==> src/rtl/core/ipv4dq_pkg.sv <==
// Package for the IPv4 dotted-quad parser: item codes, character constants
// and queue sizing shared by the front, queue and back modules.
// No dependencies.
package ipv4dq_pkg;

  localparam int unsigned FIFO_DEPTH = 2;
  localparam int unsigned FIFO_PTR_W = (FIFO_DEPTH > 1) ? $clog2(FIFO_DEPTH) : 1;
  localparam int unsigned FIFO_CNT_W = $clog2(FIFO_DEPTH + 1);

  localparam logic [7:0]  CHAR_ZERO  = 8'h30;
  localparam logic [7:0]  CHAR_NINE  = 8'h39;
  localparam logic [7:0]  CHAR_DOT   = 8'h2E;
  localparam logic [3:0]  RADIX      = 4'd10;
  localparam logic [11:0] OCTET_MAX  = 12'd255;
  localparam logic [1:0]  MAX_DIGITS = 2'd3;
  localparam logic [1:0]  LAST_OCTET = 2'd3;
  localparam logic [31:0] ADDR_NONE  = 32'hFFFF_FFFF;

  typedef enum logic [1:0] {
    OP_DIGIT,
    OP_DOT,
    OP_BAD,
    OP_END
  } item_op_e;

  typedef struct packed {
    item_op_e   op;
    logic [3:0] digit;
  } item_t;

endpackage

==> src/rtl/core/ipv4dq_front.sv <==
// Front end of the IPv4 dotted-quad parser: classifies each incoming character.
// Depends on ipv4dq_pkg.
module ipv4dq_front import ipv4dq_pkg::*; (
  input  logic       s_axis_tvalid,
  output logic       s_axis_tready,
  input  logic [7:0] s_axis_tdata,   // character [7:0]
  input  logic       s_axis_tlast,
  input  logic       push_ready_i,
  output logic       push_valid_o,
  output item_t      push_item_o
);

  logic       is_digit;
  logic [7:0] digit_full;

  assign is_digit      = (s_axis_tdata >= CHAR_ZERO) && (s_axis_tdata <= CHAR_NINE);
  assign digit_full    = s_axis_tdata - CHAR_ZERO;
  assign s_axis_tready = push_ready_i;
  assign push_valid_o  = s_axis_tvalid;

  always_comb begin
    push_item_o.digit = digit_full[3:0];
    if (s_axis_tlast) begin
      push_item_o.op = OP_END;
    end else if (is_digit) begin
      push_item_o.op = OP_DIGIT;
    end else if (s_axis_tdata == CHAR_DOT) begin
      push_item_o.op = OP_DOT;
    end else begin
      push_item_o.op = OP_BAD;
    end
  end

endmodule

==> src/rtl/core/ipv4dq_fifo.sv <==
// Short queue of classified items between the front and back of the parser.
// Depends on ipv4dq_pkg.
module ipv4dq_fifo import ipv4dq_pkg::*; (
  input  logic  clk_i,
  input  logic  rst_ni,
  input  logic  push_valid_i,
  output logic  push_ready_o,
  input  item_t push_item_i,
  output logic  pop_valid_o,
  input  logic  pop_ready_i,
  output item_t pop_item_o
);

  localparam logic [FIFO_PTR_W-1:0] PTR_LAST = FIFO_PTR_W'(FIFO_DEPTH - 1);
  localparam logic [FIFO_CNT_W-1:0] CNT_FULL = FIFO_CNT_W'(FIFO_DEPTH);

  item_t                 mem_q [FIFO_DEPTH];
  logic [FIFO_PTR_W-1:0] wr_ptr_q, wr_ptr_d, rd_ptr_q, rd_ptr_d;
  logic [FIFO_CNT_W-1:0] count_q, count_d;
  logic                  do_push, do_pop;

  assign push_ready_o = (count_q != CNT_FULL);
  assign pop_valid_o  = (count_q != '0);
  assign pop_item_o   = mem_q[rd_ptr_q];
  assign do_push      = push_valid_i && push_ready_o;
  assign do_pop       = pop_valid_o && pop_ready_i;

  always_comb begin
    wr_ptr_d = wr_ptr_q;
    rd_ptr_d = rd_ptr_q;
    count_d  = count_q;
    if (do_push) begin
      wr_ptr_d = (wr_ptr_q == PTR_LAST) ? '0 : wr_ptr_q + 1'b1;
    end
    if (do_pop) begin
      rd_ptr_d = (rd_ptr_q == PTR_LAST) ? '0 : rd_ptr_q + 1'b1;
    end
    if (do_push && !do_pop) begin
      count_d = count_q + 1'b1;
    end else if (do_pop && !do_push) begin
      count_d = count_q - 1'b1;
    end
  end

  always_ff @(posedge clk_i or negedge rst_ni) begin
    if (!rst_ni) begin
      wr_ptr_q <= '0;
      rd_ptr_q <= '0;
      count_q  <= '0;
    end else begin
      wr_ptr_q <= wr_ptr_d;
      rd_ptr_q <= rd_ptr_d;
      count_q  <= count_d;
    end
  end

  always_ff @(posedge clk_i) begin
    if (do_push) begin
      mem_q[wr_ptr_q] <= push_item_i;
    end
  end

endmodule

==> src/rtl/core/ipv4dq_back.sv <==
// Back end of the IPv4 dotted-quad parser: octet accumulation, error tracking
// and the registered result stage. Depends on ipv4dq_pkg.
module ipv4dq_back import ipv4dq_pkg::*; (
  input  logic        clk_i,
  input  logic        rst_ni,
  input  logic        pop_valid_i,
  output logic        pop_ready_o,
  input  item_t       pop_item_i,
  output logic        m_axis_tvalid,
  input  logic        m_axis_tready,
  output logic [31:0] m_axis_tdata,  // address [31:0]
  output logic        m_axis_tuser   // valid_res [0]
);

  logic [1:0]  octet_index_q, octet_index_d;
  logic [1:0]  digit_count_q, digit_count_d;
  logic [7:0]  octet_value_q, octet_value_d;
  logic [7:0]  finished_q [3];
  logic        error_q, error_d;
  logic        out_valid_q, out_valid_d;
  logic [31:0] out_addr_q;
  logic        out_ok_q;
  logic        do_pop, is_end, result_ok;
  logic [11:0] next_value;

  assign is_end      = (pop_item_i.op == OP_END);
  assign pop_ready_o = !is_end || !out_valid_q || m_axis_tready;
  assign do_pop      = pop_valid_i && pop_ready_o;
  assign next_value  = 12'(octet_value_q) * 12'(RADIX) + 12'(pop_item_i.digit);
  assign result_ok   = !error_q && (octet_index_q == LAST_OCTET) && (digit_count_q != '0);

  always_comb begin
    octet_index_d = octet_index_q;
    digit_count_d = digit_count_q;
    octet_value_d = octet_value_q;
    error_d       = error_q;
    out_valid_d   = out_valid_q && !m_axis_tready;
    if (do_pop) begin
      if (is_end) begin
        octet_index_d = '0;
        digit_count_d = '0;
        octet_value_d = '0;
        error_d       = 1'b0;
        out_valid_d   = 1'b1;
      end else if (!error_q) begin
        case (pop_item_i.op)
          OP_DIGIT: begin
            if (digit_count_q == MAX_DIGITS || next_value > OCTET_MAX) begin
              error_d = 1'b1;
            end else begin
              octet_value_d = next_value[7:0];
              digit_count_d = digit_count_q + 1'b1;
            end
          end
          OP_DOT: begin
            if (digit_count_q == '0 || octet_index_q == LAST_OCTET) begin
              error_d = 1'b1;
            end else begin
              octet_index_d = octet_index_q + 1'b1;
              digit_count_d = '0;
              octet_value_d = '0;
            end
          end
          default: begin
            error_d = 1'b1;
          end
        endcase
      end
    end
  end

  always_ff @(posedge clk_i or negedge rst_ni) begin
    if (!rst_ni) begin
      octet_index_q <= '0;
      digit_count_q <= '0;
      octet_value_q <= '0;
      error_q       <= 1'b0;
      out_valid_q   <= 1'b0;
      finished_q[0] <= '0;
      finished_q[1] <= '0;
      finished_q[2] <= '0;
    end else begin
      octet_index_q <= octet_index_d;
      digit_count_q <= digit_count_d;
      octet_value_q <= octet_value_d;
      error_q       <= error_d;
      out_valid_q   <= out_valid_d;
      if (do_pop && !error_q && pop_item_i.op == OP_DOT && digit_count_q != '0 &&
          octet_index_q != LAST_OCTET) begin
        finished_q[octet_index_q] <= octet_value_q;
      end
    end
  end

  always_ff @(posedge clk_i) begin
    if (do_pop && is_end) begin
      out_ok_q   <= result_ok;
      out_addr_q <= result_ok ? {octet_value_q, finished_q[2], finished_q[1], finished_q[0]}
                              : ADDR_NONE;
    end
  end

  assign m_axis_tvalid = out_valid_q;
  assign m_axis_tdata  = out_addr_q;
  assign m_axis_tuser  = out_ok_q;

  a_error_sticky: assert property (@(posedge clk_i) disable iff (!rst_ni)
    (error_q && !(do_pop && is_end)) |=> error_q)
    else $error("error flag dropped inside a string");

  a_clear_on_end: assert property (@(posedge clk_i) disable iff (!rst_ni)
    (do_pop && is_end) |=> (octet_index_q == '0 && digit_count_q == '0 && !error_q))
    else $error("parser state not cleared after end of string");

  a_end_gives_result: assert property (@(posedge clk_i) disable iff (!rst_ni)
    (do_pop && is_end) |=> out_valid_q)
    else $error("end of string produced no result");

  a_invalid_all_ones: assert property (@(posedge clk_i) disable iff (!rst_ni)
    (out_valid_q && !out_ok_q) |-> (out_addr_q == ADDR_NONE))
    else $error("invalid result without all-ones address");

endmodule

==> src/rtl/core/ipv4_dotted_quad_parser.sv <==
// Top level of the IPv4 dotted-quad parser: front classifier, item queue and
// back-end accumulator. Depends on ipv4dq_pkg, ipv4dq_front, ipv4dq_fifo, ipv4dq_back.
//
//   Channel   Dir  tdata              tuser           tlast
//   s_axis    in   character [7:0]    -               end_of_string
//   m_axis    out  address [31:0]     valid_res [0]   -
//
// One character transfer is taken per cycle while the queue has room; the end-of-string
// item passes the queue, then the output register, and there is one result per string.
// The back end updates its state once per item, with a two-entry queue between classifier
// and accumulator. Reset clears control state at once, not queue or result data; no sweep.
// Input stalls only when the queue is full, which needs an output stall on a result.
module ipv4_dotted_quad_parser import ipv4dq_pkg::*; (
  input  logic        clk_i,
  input  logic        rst_ni,
  input  logic        s_axis_tvalid,
  output logic        s_axis_tready,
  input  logic [7:0]  s_axis_tdata,   // character [7:0]
  input  logic        s_axis_tlast,
  output logic        m_axis_tvalid,
  input  logic        m_axis_tready,
  output logic [31:0] m_axis_tdata,   // address [31:0]
  output logic        m_axis_tuser    // valid_res [0]
);

  logic  push_valid, push_ready, pop_valid, pop_ready;
  item_t push_item, pop_item;

  ipv4dq_front u_front (
    .s_axis_tvalid (s_axis_tvalid),
    .s_axis_tready (s_axis_tready),
    .s_axis_tdata  (s_axis_tdata),
    .s_axis_tlast  (s_axis_tlast),
    .push_ready_i  (push_ready),
    .push_valid_o  (push_valid),
    .push_item_o   (push_item)
  );

  ipv4dq_fifo u_fifo (
    .clk_i        (clk_i),
    .rst_ni       (rst_ni),
    .push_valid_i (push_valid),
    .push_ready_o (push_ready),
    .push_item_i  (push_item),
    .pop_valid_o  (pop_valid),
    .pop_ready_i  (pop_ready),
    .pop_item_o   (pop_item)
  );

  ipv4dq_back u_back (
    .clk_i         (clk_i),
    .rst_ni        (rst_ni),
    .pop_valid_i   (pop_valid),
    .pop_ready_o   (pop_ready),
    .pop_item_i    (pop_item),
    .m_axis_tvalid (m_axis_tvalid),
    .m_axis_tready (m_axis_tready),
    .m_axis_tdata  (m_axis_tdata),
    .m_axis_tuser  (m_axis_tuser)
  );

endmodule

==> config.mk <==
export PLATFORM = sky130hd
export DESIGN_NAME = ipv4_dotted_quad_parser
export DESIGN_NICKNAME = d
export VERILOG_FILES = /design/src/rtl/core/ipv4dq_pkg.sv /design/src/rtl/core/ipv4dq_front.sv /design/src/rtl/core/ipv4dq_fifo.sv /design/src/rtl/core/ipv4dq_back.sv /design/src/rtl/core/ipv4_dotted_quad_parser.sv
export SDC_FILE = /design/constraint.sdc
export NUM_CORES = 1
export LEC_CHECK = 0
export BUFFER_PORTS_ARGS = -buffer_cell sky130_fd_sc_hd__buf_2
export CAP_MARGIN = 30
export CORE_ASPECT_RATIO = 0.7
export CORE_UTILIZATION = 25
export DETAILED_ROUTE_END_ITERATION = 12
export SETUP_SLACK_MARGIN = 0.05
export SLEW_MARGIN = 20
export SYNTH_ARGS = -nofsm -noshare
export SYNTH_HDL_FRONTEND = slang
export SYNTH_SLANG_ARGS = --single-unit
==> constraint.sdc <==
create_clock -name clk_i -period 3.1 [get_ports clk_i]
set_clock_uncertainty 0.2 [all_clocks]
set_input_delay 0.62 -clock clk_i [delete_from_list [all_inputs] [get_ports clk_i]]
set_output_delay 0.62 -clock clk_i [all_outputs]
set_load 0.05 [all_outputs]
==> metrics.md <==
| Metric | Value |
|---|---|
| Vias post-DR | 2,410 |
| Yosys warning total | 0 |
| Share of power burned in combinational logic | 0.307 |
| Number of maximum-capacitance constraint violations | 0 |
| Number of cells in the design after placement | 544 |
| Aggregate global routing overflow | 0 |
| Area growth, synth to finish | 25.2% |
| Register bit count reported by yosys | 87 |
| Number of global-route vias before repair | 2,441 |
| Most used standard cells in the synthesized netlist | edfxtp_1, dfrtp_1, nand2b_1 |
| Top cells by area in the synthesized netlist | edfxtp_1, dfrtp_1, mux2_2 |
| Yosys top cell by area | edfxtp_1 |
| CP Max Fanout | 3 |
| Arrival time worst endpoint | 3070 ps |
| Most frequent cell after synthesis | edfxtp_1 |
| Num Clock Sinks | 87 |
| Switching portion of total power | 0.335 |
| VDD IR-drop max | 0.248 mV |
| Synthesized area per cell | 13.9 um^2 |
| Num ports | 48 |
| Clock buffer depth | 2 |
| P_int | 2.50 mW |
| Portion of total power attributed to sequential cells | 0.395 |
| Share of the synthesized area in the top cell type | 0.338 |
| Final count of negative-setup-slack endpoints | 0 |
| Width of the chip | 153 um |
| Post-synthesis cell area | 0.00400 mm^2 |
| Net count after synthesis | 325 |
| Clk slew on worst S/H paths | 70 ps |
| First-pass iteration count of the detailed router | 8 |
| Post-route fraction of the period consumed by the critical path | 0.984 |
| Worst-skew pair later-pin latency | 340 ps |
| Number of diodes | 0 |
| Category of the most critical setup path | register to register |
| Total clock buffers created by CTS | 9 |
| Setup repair after global routing missed its margin | yes |
| CTS root buffer | clkbuf_16 |
| Part of the Yosys area used for sequential elements | 0.600 |
| Worst slack on hold paths | 293 ps |
| Status | finished with violations |
| Minimum setup slack among reg-to-reg paths | 50 ps |
| Share of post-route cells with drive strength above 1 | 0.361 |
| DRC | 1 |
| TritonCTS clock tree | built |
| Async S/R FF share, synth | 0.483 |
| Detailed-route vias per instance | 4.28 |
| Final critical-path required period | 3050 ps |
| Number of flops mapped to enable cells by yosys | 45 |
| Starting density of the core | 0.257 |
| Initial detailed-routing violation count | 143 |
| Overall die height | 108 um |
| Distinct cells, synth | 39 |
| Violated checks | DRC |
| DIE AREA | 0.0165 mm^2 |
| Worst R2R End | u_back.digit_count_q[0] |
| Startpoint of the most critical hold path | u_fifo.wr_ptr_q |
| Required time worst endpoint | 3120 ps |
| Final-stage net count | 395 |
| Count of standard-cell rows | 38 |
| Clk network pwr share | 0.299 |
| GR Util All Layers | 0.103 |
| Critical Path Source Type | register |
| Least-Margin Pin Slew | 581 ps |
| Post-detailed-placement cell area | 0.00457 mm^2 |
| Headroom to the max-slew limit | 0.610 |
| Pleak | 1.96 nW |
| Hold Fails Final Rpt | 0 |
| Depth of the worst register-to-register path | 11 |
| Port buffer count | 47 |
| Highest achievable clock rate | 0.328 GHz |
| Non-filler cells, final | 563 |
| Routed length per instance | 13.9 um |
| Max-slew violation count | 0 |
| Hold path cells | 1 |
| Post-route cell area | 0.00501 mm^2 |
| Launching point of the worst reg2reg path | u_back.octet_value_q[2] |
| Total number of H-tree levels | 3 |
| Pin count of the biggest net entering global routing | 43 |
| Cells after synthesis | 288 |
| Net switching power | 1.26 mW |
| Final HPWL DP | 5.54 mm |
| Dominant synthesized flop cell | edfxtp_1 |
| Power per unit of standard cell area | 751 mW/mm^2 |
| Hold EP | u_fifo.wr_ptr_q |
| RePlAce Congestion | 0.754 |
| Antenna violations before repair | 0 |
| Routed Antenna Nets | 0 |
| Type of the worst min-delay path | register to register |
| Critical path capture point type | register |
| Area of the placeable core | 0.0155 mm^2 |
| First-pass GRT wire length | 12.9 mm |
| Total wire length | 7.84 mm |
[sequential cells by signal, summed over array words and instances, names as in the netlist]
| register | count |
|---|---|
| u_back.m_axis_tuser | 1 |
| u_back.finished_q | 24 |
| u_back.m_axis_tvalid | 1 |
| u_back.error_q | 1 |
| u_back.octet_value_q | 8 |
| u_fifo.mem_q | 12 |
| u_fifo.rd_ptr_q | 1 |
| u_back.digit_count_q | 2 |
| u_back.octet_index_q | 2 |
| u_fifo.count_q | 2 |
| u_fifo.wr_ptr_q | 1 |
| u_back.m_axis_tdata | 32 |
[worst max-delay path, stage by stage, from the launching register on]
cell and delay [ps]:
dfrtp_1 410, ha_1 350, inv_1 90, fa_2 430, nand2b_4 170, a21oi_4 180, nand2_1 70, a211o_1 270
and4_4 190, and3_4 170, buf_4 140, mux2_2 260
[power by group through the flow]
stage	sequential, mW	combinational [mW]	clock [mW]
finish	1.49	1.15	1.12
global placement	1.50	1.05	0
CTS	1.49	1.09	1.15
detailed placement	1.51	1.06	0
global route	1.51	1.27	1.20
floorplan	1.54	0.716	0
[layer usage]
layer  vias up  wire length, um  GRT usage
li1       1171                -          -
met1      1172             3940      0.140
met2        56             3350      0.151
met3        11              427     0.0366
met4         0              117     0.0368
met5         -                0          0
[cell usage in the layout, fill, tap and decap left out, types with 3 or more instances in the layout]
master and count:
inv_8 3, nand3_1 3, a21o_1 4, and3_1 3, a21oi_1 4, nand2_4 3, xnor2_1 8, dfrtp_1 42
nand2b_1 35, buf_4 14, ha_1 20, clkbuf_16 9, xor2_1 3, nor2b_1 3, nand2_1 8, nor2_1 12
inv_1 9, buf_2 47, edfxtp_1 45, o21ai_0 7, mux2_2 27, a22o_1 10
[worst max path at each step]
| stage | slack, ps | from | depth (start not counted) | to |
|---|---|---|---|---|
| after floorplan | 80 | u_back.octet_value_q[1] | 12 | u_back.digit_count_q[0] |
| after global placement | 80 | u_back.octet_value_q[1] | 12 | u_back.digit_count_q[0] |
| after detailed placement | 20 | u_back.octet_value_q[2] | 11 | u_back.digit_count_q[0] |
| after CTS | 50 | u_back.octet_value_q[3] | 12 | u_back.digit_count_q[0] |
| after global routing | -30 | u_back.octet_value_q[2] | 11 | u_back.digit_count_q[0] |
| final | 50 | u_back.octet_value_q[2] | 11 | u_back.digit_count_q[0] |
[logic make-up (layout without fill, tap and decap cells)]
family | count (synthesis) | count (layout) | synth area share
muxes | 30 | 30 | 0.0838
and+or+nand+nor | 84 | 84 | 0.129
adders and majority gates | 24 | 24 | 0.0788
DFF | 87 | 87 | 0.600
AOI/OAI and AO/OA | 35 | 35 | 0.0619
buffers and inverters | 15 | 90 | 0.0178
xor gates and xnor gates | 13 | 13 | 0.0284
[stage by stage]
step                 util  setup WS (ps)  power [mW]  setup TNS (ps)
floorplan               -           84.7        2.26               0
global placement    0.294           78.4        2.55               0
finish              0.322           50.3        3.76               0
global route        0.322          -32.4        3.98           -32.4
CTS                 0.315           51.0        3.73               0
detailed placement  0.294           23.1        2.57               0
[cell type report]
cell class                      count  area, um^2
Clock buffer                        9         225
Clock inverter                      7        87.6
Fill cell                        1525       10500
Inverter                           10        37.5
Multi-Input combinational cell    186        1630
Sequential cell                    87        2400
Tap cell                          200         250
Timing Repair Buffer               64         382
[timing repair]
| action | 4_1_cts | 5_1_grt |
|---|---|---|
| gates resized for setup | 5 | 14 |
| hold buffers | 0 | 1 |
| pin swaps | 7 | 8 |
| endpoints found under the hold margin | 0 | 9 |
| endpoints found under the setup margin | 3 | 10 |
| buffers inserted | 1 | 0 |
| gates cloned | 0 | 0 |
(Power assumes the default switching activity.)
